<file path="config.mk">
export PLATFORM = sky130hd
export DESIGN_NAME = seven_segment_scan_controller_flat
export DESIGN_NICKNAME = d
export VERILOG_FILES = /design/src/rtl/core/ssc_pkg.sv /design/src/rtl/core/ssc_cmd_if.sv /design/src/rtl/core/ssc_drive_if.sv /design/src/rtl/core/seven_segment_scan_controller.sv /design/src/rtl/core/ssc_buffers.sv /design/src/rtl/core/ssc_scan.sv /design/src/flat_wrapper.sv
export VERILOG_INCLUDE_DIRS = /design/src /design/src/rtl/core
export SDC_FILE = /design/constraint.sdc
export NUM_CORES = 1
export LEC_CHECK = 0
export ABC_AREA = 1
export BUFFER_PORTS_ARGS = -buffer_cell sky130_fd_sc_hd__buf_4
export CORE_ASPECT_RATIO = 0.7
export CORE_MARGIN = 2
export CORE_UTILIZATION = 45
export CTS_CLUSTER_DIAMETER = 80
export DETAILED_ROUTE_END_ITERATION = 12
export SYNTH_ARGS = -nofsm -noshare
export SYNTH_HDL_FRONTEND = slang
export SYNTH_HIERARCHICAL = 1
export SYNTH_SLANG_ARGS = --single-unit
</file>
<file path="constraint.sdc">
create_clock -name clk -period 3 [get_ports clk]
set_clock_uncertainty 0.2 [all_clocks]
set_input_delay 0.3 -clock clk [delete_from_list [all_inputs] [get_ports clk]]
set_output_delay 0.3 -clock clk [all_outputs]
set_load 0.02 [all_outputs]
</file>
<file path="src/rtl/core/seven_segment_scan_controller_macros.svh">
// Assertion macros shared by the scan controller modules.
// Stand-alone header; the including file supplies clock, reset and signals.
`ifndef SEVEN_SEGMENT_SCAN_CONTROLLER_MACROS_SVH
`define SEVEN_SEGMENT_SCAN_CONTROLLER_MACROS_SVH

// A condition that holds at every clock edge outside reset.
`define SSC_ASSERT_ALWAYS(label, clk, rst, cond, msg) \
  label: assert property (@(posedge clk) disable iff (rst) (cond)) else $error(msg);

// A consequence that holds in the same cycle as its antecedent.
`define SSC_ASSERT_IMP(label, clk, rst, ante, cons, msg) \
  label: assert property (@(posedge clk) disable iff (rst) (ante) |-> (cons)) else $error(msg);

// A consequence that holds in the cycle after its antecedent.
`define SSC_ASSERT_NEXT(label, clk, rst, ante, cons, msg) \
  label: assert property (@(posedge clk) disable iff (rst) (ante) |=> (cons)) else $error(msg);

`endif

</file>
<file path="src/rtl/core/ssc_pkg.sv">
// Package of the seven-segment scan controller: widths, codes, fonts and types.
// No dependencies; used by the interfaces and all modules.
package ssc_pkg;

  localparam int DIGITS_DEFAULT = 5;

  localparam int SEG_W       = 8;
  localparam int SELECT_W    = 5;
  localparam int OP_W        = 3;
  localparam int CHAR_W      = 8;
  localparam int POS_W       = 3;
  localparam int ICON_W      = 8;
  localparam int CFG_INDEX_W = 2;
  localparam int CFG_DATA_W  = 8;
  localparam int TICKS_W     = 8;

  typedef enum logic [OP_W-1:0] {
    OP_TICK        = 3'd0,
    OP_PUT_CHAR    = 3'd1,
    OP_SET_ICON    = 3'd2,
    OP_CLEAR_ICON  = 3'd3,
    OP_SET_FLASH   = 3'd4,
    OP_CLEAR_FLASH = 3'd5,
    OP_FLASH_DIGIT = 3'd6,
    OP_CLEAR_ALL   = 3'd7
  } op_t;

  localparam logic [CFG_INDEX_W-1:0] CFG_BLINK_TICKS = 2'd0;
  localparam logic [CFG_INDEX_W-1:0] CFG_COLON_MASK  = 2'd1;
  localparam logic [CFG_INDEX_W-1:0] CFG_INVERT      = 2'd2;

  localparam logic [TICKS_W-1:0] BLINK_TICKS_RESET = 8'd250;
  localparam logic [SEG_W-1:0]   COLON_MASK_RESET  = 8'h80;
  localparam logic               INVERT_RESET      = 1'b1;

  localparam logic [SEG_W-1:0]  MINUS_PATTERN = 8'h40;
  localparam logic [SEG_W-1:0]  ALL_SEGMENTS  = 8'hff;
  localparam logic [CHAR_W-1:0] CHAR_ZERO     = 8'h30;
  localparam logic [CHAR_W-1:0] CHAR_NINE     = 8'h39;
  localparam logic [CHAR_W-1:0] CHAR_COLON    = 8'h3a;
  localparam logic [CHAR_W-1:0] CHAR_MINUS    = 8'h2d;
  localparam logic [CHAR_W-1:0] CHAR_UPPER_A  = 8'h41;
  localparam logic [CHAR_W-1:0] CHAR_UPPER_Z  = 8'h5a;
  localparam logic [CHAR_W-1:0] CHAR_LOWER_A  = 8'h61;
  localparam logic [CHAR_W-1:0] CHAR_LOWER_Z  = 8'h7a;

  localparam logic [SEG_W-1:0] DIGIT_FONT [10] = '{
    8'h3f, 8'h06, 8'h5b, 8'h4f, 8'h66, 8'h6d, 8'h7d, 8'h07, 8'h7f, 8'h6f
  };

  localparam logic [SEG_W-1:0] UPPER_FONT [26] = '{
    8'h77, 8'h40, 8'h39, 8'h3f, 8'h79, 8'h71, 8'h40, 8'h76, 8'h06, 8'h40,
    8'h40, 8'h38, 8'h40, 8'h37, 8'h3f, 8'h73, 8'h40, 8'h50, 8'h6d, 8'h07,
    8'h3e, 8'h3e, 8'h40, 8'h76, 8'h40, 8'h40
  };

  localparam logic [SEG_W-1:0] LOWER_FONT [26] = '{
    8'h77, 8'h7c, 8'h58, 8'h5e, 8'h79, 8'h71, 8'h40, 8'h40, 8'h40, 8'h40,
    8'h40, 8'h38, 8'h40, 8'h54, 8'h5c, 8'h73, 8'h67, 8'h50, 8'h40, 8'h07,
    8'h3e, 8'h3e, 8'h40, 8'h40, 8'h40, 8'h40
  };

  typedef struct packed {
    op_t               op;
    logic [CHAR_W-1:0] char_code;
    logic [POS_W-1:0]  position;
    logic [ICON_W-1:0] icon_bits;
  } cmd_t;

  typedef struct packed {
    logic [TICKS_W-1:0] blink_ticks;
    logic [SEG_W-1:0]   colon_mask;
    logic               invert;
  } cfg_t;

  typedef struct packed {
    logic [SEG_W-1:0] seg;
    logic [SEG_W-1:0] flash;
  } slot_t;

  typedef struct packed {
    logic             load;
    logic             colon;
    logic [SEG_W-1:0] pattern;
  } glyph_t;

  // Unprintable codes, space and unlisted symbols neither load nor set the colon.
  function automatic glyph_t decode_char(logic [CHAR_W-1:0] ch);
    glyph_t     g;
    logic [4:0] letter;
    g      = '0;
    letter = ch[4:0] - 5'd1;
    if (ch >= CHAR_ZERO && ch <= CHAR_NINE) begin
      g.load    = 1'b1;
      g.pattern = DIGIT_FONT[ch[3:0]];
    end else if (ch >= CHAR_LOWER_A && ch <= CHAR_LOWER_Z) begin
      g.load    = 1'b1;
      g.pattern = LOWER_FONT[letter];
    end else if (ch >= CHAR_UPPER_A && ch <= CHAR_UPPER_Z) begin
      g.load    = 1'b1;
      g.pattern = UPPER_FONT[letter];
    end else if (ch == CHAR_COLON) begin
      g.colon = 1'b1;
    end else if (ch == CHAR_MINUS) begin
      g.load    = 1'b1;
      g.pattern = MINUS_PATTERN;
    end
    return g;
  endfunction

endpackage

</file>
<file path="src/rtl/core/ssc_cmd_if.sv">
// Command channel of the scan controller: valid/ready handshake and command item.
// Depends on ssc_pkg.
interface ssc_cmd_if;
  logic                             valid;
  logic                             ready;
  ssc_pkg::op_t                     operation;
  logic [ssc_pkg::CHAR_W-1:0]       char_code;
  logic [ssc_pkg::POS_W-1:0]        position;
  logic [ssc_pkg::ICON_W-1:0]       icon_bits;

  modport source (output valid, operation, char_code, position, icon_bits, input ready);
  modport sink (input valid, operation, char_code, position, icon_bits, output ready);
endinterface

</file>
<file path="src/rtl/core/ssc_drive_if.sv">
// Drive channel of the scan controller: valid/ready handshake and one scan item.
// Depends on ssc_pkg.
interface ssc_drive_if;
  logic                         valid;
  logic                         ready;
  logic [ssc_pkg::SEG_W-1:0]    segment_drive;
  logic [ssc_pkg::SELECT_W-1:0] digit_select;

  modport source (output valid, segment_drive, digit_select, input ready);
  modport sink (input valid, segment_drive, digit_select, output ready);
endinterface

</file>
<file path="src/rtl/core/seven_segment_scan_controller.sv">
// Multiplexed seven-segment scan controller on ssc_pkg, the channel interfaces,
// ssc_buffers and ssc_scan. Throughput: one command item per cycle; a tick waits in
// the input register while the drive register still holds an item not yet taken.
// Each accepted item waits in the input register, then a tick loads the drive item
// or a command updates the buffers. Synchronous reset clears both buffers, scan
// index and blink state and loads blink_ticks 250, colon mask 0x80, inverted drive.
module seven_segment_scan_controller #(
  parameter int  DIGITS = ssc_pkg::DIGITS_DEFAULT,
  localparam int SLOT_W = $clog2(DIGITS)
) (
  input  logic                            clk,
  input  logic                            rst,
  input  logic                            cfg_wr_en,
  input  logic [ssc_pkg::CFG_INDEX_W-1:0] cfg_index,
  input  logic [ssc_pkg::CFG_DATA_W-1:0]  cfg_data,
  ssc_cmd_if.sink                         cmd,
  ssc_drive_if.source                     drive
);

  ssc_pkg::cfg_t     cfg;
  ssc_pkg::cmd_t     item;
  logic              item_valid;
  logic              process;
  logic              tick_fire;
  ssc_pkg::slot_t    slot;
  logic [SLOT_W-1:0] scan_index;

  always_ff @(posedge clk) begin
    if (rst) begin
      cfg.blink_ticks <= ssc_pkg::BLINK_TICKS_RESET;
      cfg.colon_mask  <= ssc_pkg::COLON_MASK_RESET;
      cfg.invert      <= ssc_pkg::INVERT_RESET;
    end else if (cfg_wr_en) begin
      unique case (cfg_index)
        ssc_pkg::CFG_BLINK_TICKS: cfg.blink_ticks <= cfg_data;
        ssc_pkg::CFG_COLON_MASK:  cfg.colon_mask  <= cfg_data;
        ssc_pkg::CFG_INVERT:      cfg.invert      <= cfg_data[0];
        default: begin
        end
      endcase
    end
  end

  // A held item moves on unless it is a tick and the drive register is still full.
  assign process   = item_valid &&
                     (item.op != ssc_pkg::OP_TICK || !drive.valid || drive.ready);
  assign tick_fire = process && item.op == ssc_pkg::OP_TICK;
  assign cmd.ready = !rst && (!item_valid || process);

  always_ff @(posedge clk) begin
    if (rst) begin
      item_valid <= 1'b0;
    end else if (cmd.ready) begin
      item_valid <= cmd.valid;
    end
  end

  always_ff @(posedge clk) begin
    if (cmd.valid && cmd.ready) begin
      item.op        <= cmd.operation;
      item.char_code <= cmd.char_code;
      item.position  <= cmd.position;
      item.icon_bits <= cmd.icon_bits;
    end
  end

  ssc_buffers #(
    .DIGITS (DIGITS)
  ) u_buffers (
    .clk        (clk),
    .rst        (rst),
    .cmd_fire   (process),
    .cmd        (item),
    .colon_mask (cfg.colon_mask),
    .scan_index (scan_index),
    .slot       (slot)
  );

  ssc_scan #(
    .DIGITS (DIGITS)
  ) u_scan (
    .clk           (clk),
    .rst           (rst),
    .tick_fire     (tick_fire),
    .cfg           (cfg),
    .slot          (slot),
    .scan_index    (scan_index),
    .out_valid     (drive.valid),
    .out_ready     (drive.ready),
    .segment_drive (drive.segment_drive),
    .digit_select  (drive.digit_select)
  );

endmodule

</file>
<file path="src/rtl/core/ssc_buffers.sv">
// Segment and flash buffers with the command decoder that updates them.
// Depends on ssc_pkg.
module ssc_buffers #(
  parameter int  DIGITS = ssc_pkg::DIGITS_DEFAULT,
  localparam int SLOT_W = $clog2(DIGITS)
) (
  input  logic                      clk,
  input  logic                      rst,
  input  logic                      cmd_fire,
  input  ssc_pkg::cmd_t             cmd,
  input  logic [ssc_pkg::SEG_W-1:0] colon_mask,
  input  logic [SLOT_W-1:0]         scan_index,
  output ssc_pkg::slot_t            slot
);

  localparam logic [SLOT_W-1:0] STATUS_SLOT = SLOT_W'(DIGITS - 1);

  logic [ssc_pkg::SEG_W-1:0] seg_buf   [DIGITS];
  logic [ssc_pkg::SEG_W-1:0] flash_buf [DIGITS];

  ssc_pkg::glyph_t   glyph;
  logic              in_range;
  logic [SLOT_W-1:0] pos_slot;

  always_comb begin
    glyph    = ssc_pkg::decode_char(cmd.char_code);
    in_range = {1'b0, cmd.position} < (ssc_pkg::POS_W + 1)'(DIGITS);
    pos_slot = cmd.position[SLOT_W-1:0];
  end

  always_ff @(posedge clk) begin
    if (rst) begin
      for (int k = 0; k < DIGITS; k++) begin
        seg_buf[k]   <= '0;
        flash_buf[k] <= '0;
      end
    end else if (cmd_fire) begin
      unique case (cmd.op)
        ssc_pkg::OP_TICK: begin
        end
        ssc_pkg::OP_PUT_CHAR: begin
          if (glyph.colon) begin
            seg_buf[STATUS_SLOT] <= seg_buf[STATUS_SLOT] | colon_mask;
          end else if (glyph.load && in_range) begin
            seg_buf[pos_slot] <= glyph.pattern;
          end
        end
        ssc_pkg::OP_SET_ICON: begin
          seg_buf[STATUS_SLOT] <= seg_buf[STATUS_SLOT] | cmd.icon_bits;
        end
        ssc_pkg::OP_CLEAR_ICON: begin
          seg_buf[STATUS_SLOT] <= seg_buf[STATUS_SLOT] & ~cmd.icon_bits;
        end
        ssc_pkg::OP_SET_FLASH: begin
          flash_buf[STATUS_SLOT] <= flash_buf[STATUS_SLOT] | cmd.icon_bits;
        end
        ssc_pkg::OP_CLEAR_FLASH: begin
          flash_buf[STATUS_SLOT] <= flash_buf[STATUS_SLOT] & ~cmd.icon_bits;
        end
        ssc_pkg::OP_FLASH_DIGIT: begin
          if (in_range && pos_slot != STATUS_SLOT) begin
            flash_buf[pos_slot] <= ssc_pkg::ALL_SEGMENTS;
          end
        end
        ssc_pkg::OP_CLEAR_ALL: begin
          for (int k = 0; k < DIGITS; k++) begin
            seg_buf[k]   <= '0;
            flash_buf[k] <= '0;
          end
        end
        default: begin
        end
      endcase
    end
  end

  assign slot.seg   = seg_buf[scan_index];
  assign slot.flash = flash_buf[scan_index];

endmodule

</file>
<file path="src/rtl/core/ssc_scan.sv">
// Scan sequencer: blink counter and phase, scan index and the drive output register.
// Depends on ssc_pkg and the assertion macro header.
`include "seven_segment_scan_controller_macros.svh"

module ssc_scan #(
  parameter int  DIGITS = ssc_pkg::DIGITS_DEFAULT,
  localparam int SLOT_W = $clog2(DIGITS)
) (
  input  logic                         clk,
  input  logic                         rst,
  input  logic                         tick_fire,
  input  ssc_pkg::cfg_t                cfg,
  input  ssc_pkg::slot_t               slot,
  output logic [SLOT_W-1:0]            scan_index,
  output logic                         out_valid,
  input  logic                         out_ready,
  output logic [ssc_pkg::SEG_W-1:0]    segment_drive,
  output logic [ssc_pkg::SELECT_W-1:0] digit_select
);

  localparam logic [SLOT_W-1:0] LAST_SLOT = SLOT_W'(DIGITS - 1);

  logic [ssc_pkg::TICKS_W-1:0]  blink_counter;
  logic                         blink_phase;
  logic [ssc_pkg::TICKS_W-1:0]  counter_inc;
  logic                         wrap;
  logic [ssc_pkg::TICKS_W-1:0]  blink_counter_next;
  logic                         blink_phase_next;
  logic [SLOT_W-1:0]            scan_index_next;
  logic [ssc_pkg::SEG_W-1:0]    segment_drive_next;
  logic [ssc_pkg::SELECT_W-1:0] digit_select_next;

  always_comb begin
    counter_inc        = blink_counter + 1'b1;
    wrap               = counter_inc == cfg.blink_ticks;
    blink_counter_next = wrap ? '0 : counter_inc;
    blink_phase_next   = blink_phase ^ wrap;
    scan_index_next    = (scan_index == LAST_SLOT) ? '0 : scan_index + 1'b1;
    segment_drive_next = slot.seg ^ (blink_phase_next ? slot.flash : '0);
    if (cfg.invert) begin
      segment_drive_next = ~segment_drive_next;
    end
    // Slots past the width of the select field drive no common line.
    for (int b = 0; b < ssc_pkg::SELECT_W; b++) begin
      digit_select_next[b] = (b < DIGITS) && (scan_index == SLOT_W'(b));
    end
  end

  always_ff @(posedge clk) begin
    if (rst) begin
      blink_counter <= '0;
      blink_phase   <= 1'b0;
      scan_index    <= '0;
      out_valid     <= 1'b0;
    end else if (tick_fire) begin
      blink_counter <= blink_counter_next;
      blink_phase   <= blink_phase_next;
      scan_index    <= scan_index_next;
      out_valid     <= 1'b1;
    end else if (out_ready) begin
      out_valid <= 1'b0;
    end
  end

  always_ff @(posedge clk) begin
    if (tick_fire) begin
      segment_drive <= segment_drive_next;
      digit_select  <= digit_select_next;
    end
  end

  `SSC_ASSERT_ALWAYS(a_scan_in_range, clk, rst, scan_index <= LAST_SLOT, "scan index past last slot")
  `SSC_ASSERT_IMP(a_select_onehot, clk, rst, out_valid, $onehot0(digit_select), "select not one-hot")
  `SSC_ASSERT_NEXT(a_tick_gives_item, clk, rst, tick_fire, out_valid, "tick produced no item")
  `SSC_ASSERT_IMP(a_no_overwrite, clk, rst, tick_fire, !out_valid || out_ready, "held item overwritten")

endmodule

</file>
<file path="src/flat_wrapper.sv">
// flat-port wrapper written by rule: the top's interface ports become plain ports
module seven_segment_scan_controller_flat 
#(
  parameter int  DIGITS = ssc_pkg::DIGITS_DEFAULT,
  localparam int SLOT_W = $clog2(DIGITS)
)
  (clk, rst, cfg_wr_en, cfg_index, cfg_data, cmd_valid, cmd_operation, cmd_char_code, cmd_position, cmd_icon_bits, cmd_ready, drive_valid, drive_segment_drive, drive_digit_select, drive_ready);
  ssc_cmd_if cmd_i ();
  ssc_drive_if drive_i ();
  input  logic clk;
  input  logic rst;
  input  logic cfg_wr_en;
  input  logic [ssc_pkg::CFG_INDEX_W-1:0] cfg_index;
  input  logic [ssc_pkg::CFG_DATA_W-1:0] cfg_data;
  input wire logic [$bits(cmd_i.valid)-1:0] cmd_valid;
  input wire logic [$bits(cmd_i.operation)-1:0] cmd_operation;
  input wire logic [$bits(cmd_i.char_code)-1:0] cmd_char_code;
  input wire logic [$bits(cmd_i.position)-1:0] cmd_position;
  input wire logic [$bits(cmd_i.icon_bits)-1:0] cmd_icon_bits;
  output wire logic [$bits(cmd_i.ready)-1:0] cmd_ready;
  output wire logic [$bits(drive_i.valid)-1:0] drive_valid;
  output wire logic [$bits(drive_i.segment_drive)-1:0] drive_segment_drive;
  output wire logic [$bits(drive_i.digit_select)-1:0] drive_digit_select;
  input wire logic [$bits(drive_i.ready)-1:0] drive_ready;
  assign cmd_i.valid = cmd_valid;
  assign cmd_i.operation = cmd_operation;
  assign cmd_i.char_code = cmd_char_code;
  assign cmd_i.position = cmd_position;
  assign cmd_i.icon_bits = cmd_icon_bits;
  assign cmd_ready = cmd_i.ready;
  assign drive_valid = drive_i.valid;
  assign drive_segment_drive = drive_i.segment_drive;
  assign drive_digit_select = drive_i.digit_select;
  assign drive_i.ready = drive_ready;
  seven_segment_scan_controller #(.DIGITS(DIGITS)) u_core (.clk(clk), .rst(rst), .cfg_wr_en(cfg_wr_en), .cfg_index(cfg_index), .cfg_data(cfg_data), .cmd(cmd_i), .drive(drive_i));
endmodule
</file>
# After elaboration in Yosys (flattened, before gate mapping)
# Memories as Yosys holds them, arrays and structs flattened. A register that Yosys moved wholly into a read port is not among the register bits.
# Index checks and enable logic that the tools add are counted.
# totals
ff_bits	66
n_memories	5
mem_bits_rw	80
wordCells	188
rom_bits	640
output_inout_bits	15
# op_classes
n_lt_le_gt_ge	9
bitwise	26
n_reduce_logical	25
n_addsub	3
eq_ne	17
n_mux	89
# mem_list
memory	words	width	rd	rd_clocked_by_memory_dff	wr	line_no	source
(no name shown)	32	8	1	0	0	ssc_pkg.sv:101	g.pattern = UPPER_FONT[letter];
(no name shown)	32	8	1	0	0	ssc_pkg.sv:98	g.pattern = LOWER_FONT[letter];
(no name shown)	16	8	1	0	0	ssc_pkg.sv:95	g.pattern = DIGIT_FONT[ch[3:0]];
u_core.u_buffers.flash_buf	5	8	2	1	5	ssc_buffers.sv:19	logic [ssc_pkg::SEG_W-1:0] flash_buf [DIGITS];
u_core.u_buffers.seg_buf	5	8	2	1	5	ssc_buffers.sv:18	logic [ssc_pkg::SEG_W-1:0] seg_buf [DIGITS];
# ops
cell	count
8-bit two-way mux	29
1-bit two-way mux	51
8-bit bitwise OR	3
3-bit two-way mux	7
8-bit bitwise AND	2
8-bit by 6-bit equality test with 1-bit output (second input constant)	2
8-bit by 7-bit >= comparator with 1-bit output (second input constant)	2
8-bit by 7-bit less-or-equal comparator with 1-bit output (second input constant)	2
8-bit inverter	2
8-bit OR reduction	2
3-bit equality test (second input constant)	5
1-bit bitwise OR	15
7-bit two-way mux	2
3-bit by 2-bit equality test with 1-bit output (second input constant)	4
1-bit logical AND	9
8-bit by 1-bit adder with 8-bit output (second input constant)	1
8-bit equality test	1
8-bit by 6-bit >= comparator with 1-bit output (second input constant)	1
8-bit by 6-bit less-or-equal comparator with 1-bit output (second input constant)	1
8-bit XOR	1
3-bit by 1-bit equality test with 1-bit output (second input constant)	2
6-bit >= comparator (second input constant)	1
3-bit zero test	2
5-bit inverter with 6-bit output	1
15 further kinds	21

# Logic depth before layout (Yosys ltp)
# logic_depth
ltp_word	15
mapped_depth	14
ltp_nobuf	14

# By module
# The synthesis kept the hierarchy.
# modules_own_cells
module	n_inst	seq_area_each_um2	area_per_inst_um2	cells_per_inst
ssc_buffers	1	1941.9	4445.5	603
ssc_scan	1	650.6	1646.6	217
seven_segment_scan_controller	1	1021.0	1356.3	114

# Least setup slack after synthesis
# No wires, ideal clock.
# synth_path
kind	register -> register
start	register u_core/item[20] in the netlist's numbering
end	register u_core.u_scan.scan_index[1]
path_slack_ns	0.269
period_less_slack_ns	2.731
path_buffers	1
t_arrival_ns	2.446
stages_incl_launch_ff	7
required_ns	2.714
path_cell_list	edfxtp_1 > nor2_1 > nand2_1 > nor3_1 > inv_1 > clkbuf_1 > a211oi_1
# synth_between
elab_chain_len	5
elab_cells_between_ends	6
classes_between	6 x reduce/logical
# synth_lines
element	line_no	source
start, declared	seven_segment_scan_controller.sv:21	ssc_pkg::cmd_t item;
3-bit nonzero test	seven_segment_scan_controller.sv:46	(item.op != ssc_pkg::OP_TICK || !drive.valid || drive.ready);
1-bit logical OR (2 in series)	seven_segment_scan_controller.sv:46	
1-bit logical AND	seven_segment_scan_controller.sv:45	assign process = item_valid &&
1-bit logical AND *	seven_segment_scan_controller.sv:47	assign tick_fire = process && item.op == ssc_pkg::OP_TICK;
named net u_core.tick_fire	seven_segment_scan_controller.sv:24	logic tick_fire;
end signal, assigned	ssc_scan.sv:58	scan_index <= scan_index_next;
end, declared	ssc_scan.sv:14	output logic [SLOT_W-1:0] scan_index,
# Mark *: on every way through the listed nets, which the timed path passes. The rest lies on a longest branch.
# A chain may end at the register's enable or synchronous reset.

==> out/metrics.csv <==
stage;metric;value;unit
grt;gr-total-overflow;0;
pwr;power_frac_seq;0.466;
pwr;switching_share;0.2312;
synthesis;yosysTopAreaCellShare;0.3669;
pwr;power_per_cell_area;493.0;nW/um^2
flow_run;maxCapViolations;0;
routing;drcViolationCount;0;
synthesis;synthCells;934;
routing;antenna_left;0;
grt;grt_usage;0.2364;
worst_setup_path;crit_family;simple AND/OR/NAND/NOR gates;
clock_network;clk_latency;0.42;ns
clock_network;ctsRootBufferMaster;clkbuf_16;
die;die_h;111.6;um
placement;place_congestion;0.8992;
pwr;pwr-share-clk;0.440;
clock_network;cts_buffers;17;
placement;dpl_cell_area;8238;sq um
sta;drv_slew;0;
placement;hpwlAfterDp;13850;um
synthesis;synth.avg_cell_area;7.975;sq um
clock_network;clock_sinks;135;
clock_network;cts_tree;yes;
die;start_util;0.4584;
grt;grt_max_degree;36;
cells_and_area;final_layout_size_suffix_gt1_frac;0.1320;
routing;wl_per_cell;15.35;um
cells_and_area;insertedDiodeCount;0;
worst_setup_path;cp_max_fo;7;
cells_and_area;design_area;9155;sq um
clock_network;cts_max_level;4;
pwr;p_sw;1.043;mW
pwr;p_int;3.470;mW
cells_and_area;synthToLayoutAreaGrowth;22.91;%
worst_setup_path;arrival;2.60;ns
grt;antenna_found_initial;0;
sta;fin_crit_sh;0.8965;
cells_and_area;fin_cells;1293;
synthesis;yosysSeqAreaShare;0.4851;
placement;dpl.cell_count;1227;
synthesis;synthDistinctLibCells;41;
synthesis;netlist_top_cells_area;edfxtp_1 (37%), dfxtp_1 (12%), nand2_1 (11%);
worst_setup_path;crit_type;in2reg;
worst_setup_path;worstSetupStartpointType;input port;
routing;drtIter0Drc;735;
synthesis;synth_seq_cells;135;
sta;finalSetupTns;0;ns
worst_setup_path;cpPeakStageDelay;0.54;ns
placement;port-buffer-count;51;
sta;maxClockFrequency;0.3718;GHz
grt;grt_pass1_wl;32150;um
die;ioPinCount;52;
die;core_area;16250;sq um
clock_network;post_cts_buffers;0;
pwr;leakage;3.933;nW
sta;slew_headroom;0.3634;
die;die_w;157.8;um
worst_setup_path;crit_required;2.91;ns
cells_and_area;final_cell_mix;nand2_1 (209), nor2_1 (126), inv_1 (108);
sta;finalHoldViolCount;0;
routing;vias;6562;
pwr;combinationalPowerShare;0.094;
synthesis;yosys.area.top_type;edfxtp_1;
die;rows;39;
worst_setup_path;end_kind;register;
sta;rsz0062_at_grt;false;
sta;max_slew.worst_pin.slew;0.9450;ns
worst_setup_path;critPathSlowestCell;dlygate4sd3_1;
pwr;ir_worst_vdd;0.3787;mV
die;dieArea;17610;sq um
routing;wirelength;19850;um
cells_and_area;nets;1111;
routing;vias_per_cell;5.075;
routing;first_pass_iters;5;
cells_and_area;final_common_cell;nand2_1;
sta;fin_crit;2.689;ns
grt;first_global_vias;6069;
synthesis;netlist_area;7448;sq um
worst_setup_path;path_cells;dlygate4sd3_1 -> buf_4 -> nor2_1 -> a31oi_2 -> nand2_1 -> nor2_4 -> nand3_1 -> nor3b_4 -> nand2_1 -> nor2_1 -> inv_2 -> nand2_2;
clock_network;path_clk_slew;0.05;ns
cells_and_area;utilization;0.5634;
hold_path;hold_path.class;in2reg;
worst_setup_path;cp_num_buf_inv;3;
clock_network;cts_buffer_depth;2;
status;status;finished, final reports clean;
sta;setup_violations;0;
synthesis;yosysWarnings;6;
-- flip-flops by register name (all words and copies together), names as in the netlist --
signal                       flops
u_core/item                     22
u_core/cfg                      17
u_core/u_scan/blink_counter      8
u_core/u_buffers/seg_buf        57
u_core/u_scan/segment_drive      8
u_core/u_scan/digit_select       5
u_core/u_scan/blink_phase        1
u_core/u_scan/scan_index         3
u_core/u_scan/out_valid          1
u_core/u_buffers/flash_buf      12
u_core/item_valid                1
-- per-layer routing --
layer  global-route usage  up-vias  part of all wire
li1                     -     3335                 -
met1               0.3576     3007              0.49
met2               0.3496      207              0.43
met3              0.04593       13             0.069
met4              0.05273        0            0.0080
met5                    0        -                 0
-- logic make-up (layout without fill, tap and decap cells) --
kind of cell / count (synthesis) / in the layout / synth area share
flops: 135 / 135 / 0.4851
buf+inv: 140 / 254 / 0.07441
fa+ha+maj: 19 / 19 / 0.03192
xor+xnor: 10 / 10 / 0.01176
other cells: 1 / 21 / 0.0005035
compound gates: 160 / 160 / 0.1164
simple gates: 469 / 469 / 0.2799
-- final cells by class --
type	instances	area, sq um
sequential	135	3613
fill	1496	7094
inverter	115	431.7
timing repair buffer	107	888.4
multi-input combinational	679	3374
clock buffer	31	560.5
tap	225	281.5
clock inverter	1	5.005
-- worst paths after layout --
check                                     start                             end  slack (ns)  cells after the start
worst max register to register  u_core/item[11]  u_core/u_buffers/seg_buf[0][4]        0.33                     12
worst min register to register    u_core/cfg[2]                   u_core/cfg[2]        0.24                      2
worst max-delay path                drive_ready  u_core/u_buffers/seg_buf[1][2]        0.31                     12
worst min-delay path               cfg_index[1]                   u_core/cfg[0]        0.02                      3
-- through the flow --
step           hold slack, ns  setup WS, ns  power [mW]
2_1_floorplan          0.1691        0.2689       2.375
3_3_place_gp           0.2348        0.2057       2.521
3_5_place_dp           0.2353        0.1766       2.522
4_1_cts               0.01670        0.1452       4.548
5_1_grt               0.05409       0.02664       4.695
6_report              0.02423        0.3105       4.513
-- power by group through the flow --
stage               clock network [mW]  registers, mW  logic [mW]
finish                            1.98           2.10       0.425
global route                      2.11           2.11       0.478
CTS                               2.03           2.10       0.418
detailed placement                   0           2.14       0.381
global placement                     0           2.14       0.380
floorplan                            0           2.13       0.247
-- worst reg2reg max path, cell delays in order, from the launching register on --
cell	delay, ns
edfxtp_1	0.34
inv_1	0.06
ha_1	0.27
ha_2	0.48
inv_1	0.13
nor2_1	0.19
nor2_1	0.10
o21ai_0	0.10
nand2_1	0.07
nand2_1	0.06
nand3_1	0.18
inv_1	0.19
nor2_1	0.05
-- Yosys cell counts (all sizes together) --
| master | instances |
|---|---|
| conb | 1 |
| nand3 | 93 |
| o21bai | 1 |
| o21ai | 98 |
| clkinv | 1 |
| inv | 114 |
| nand2 | 219 |
| nor3b | 2 |
| ha | 19 |
| o22ai | 7 |
| o211ai | 2 |
| nor4 | 1 |
| nor2 | 139 |
| a22o | 1 |
| edfxtp | 91 |
| a21oi | 31 |
| o31ai | 8 |
| xnor2 | 1 |
| a211oi | 3 |
| buf | 11 |
| clkbuf | 14 |
| a31oi | 8 |
| nand4 | 13 |
| a32o | 1 |
| nor3 | 2 |
| dfxtp | 44 |
| xor2 | 9 |
-- repair_timing --
item / 4_1_cts / 5_1_grt
endpoints found under the setup margin: 0 / 20
hold endpoints to repair: 40 / 0
resized for setup: 0 / 3
hold buffers: 34 / 0
(Power assumes the default switching activity.)
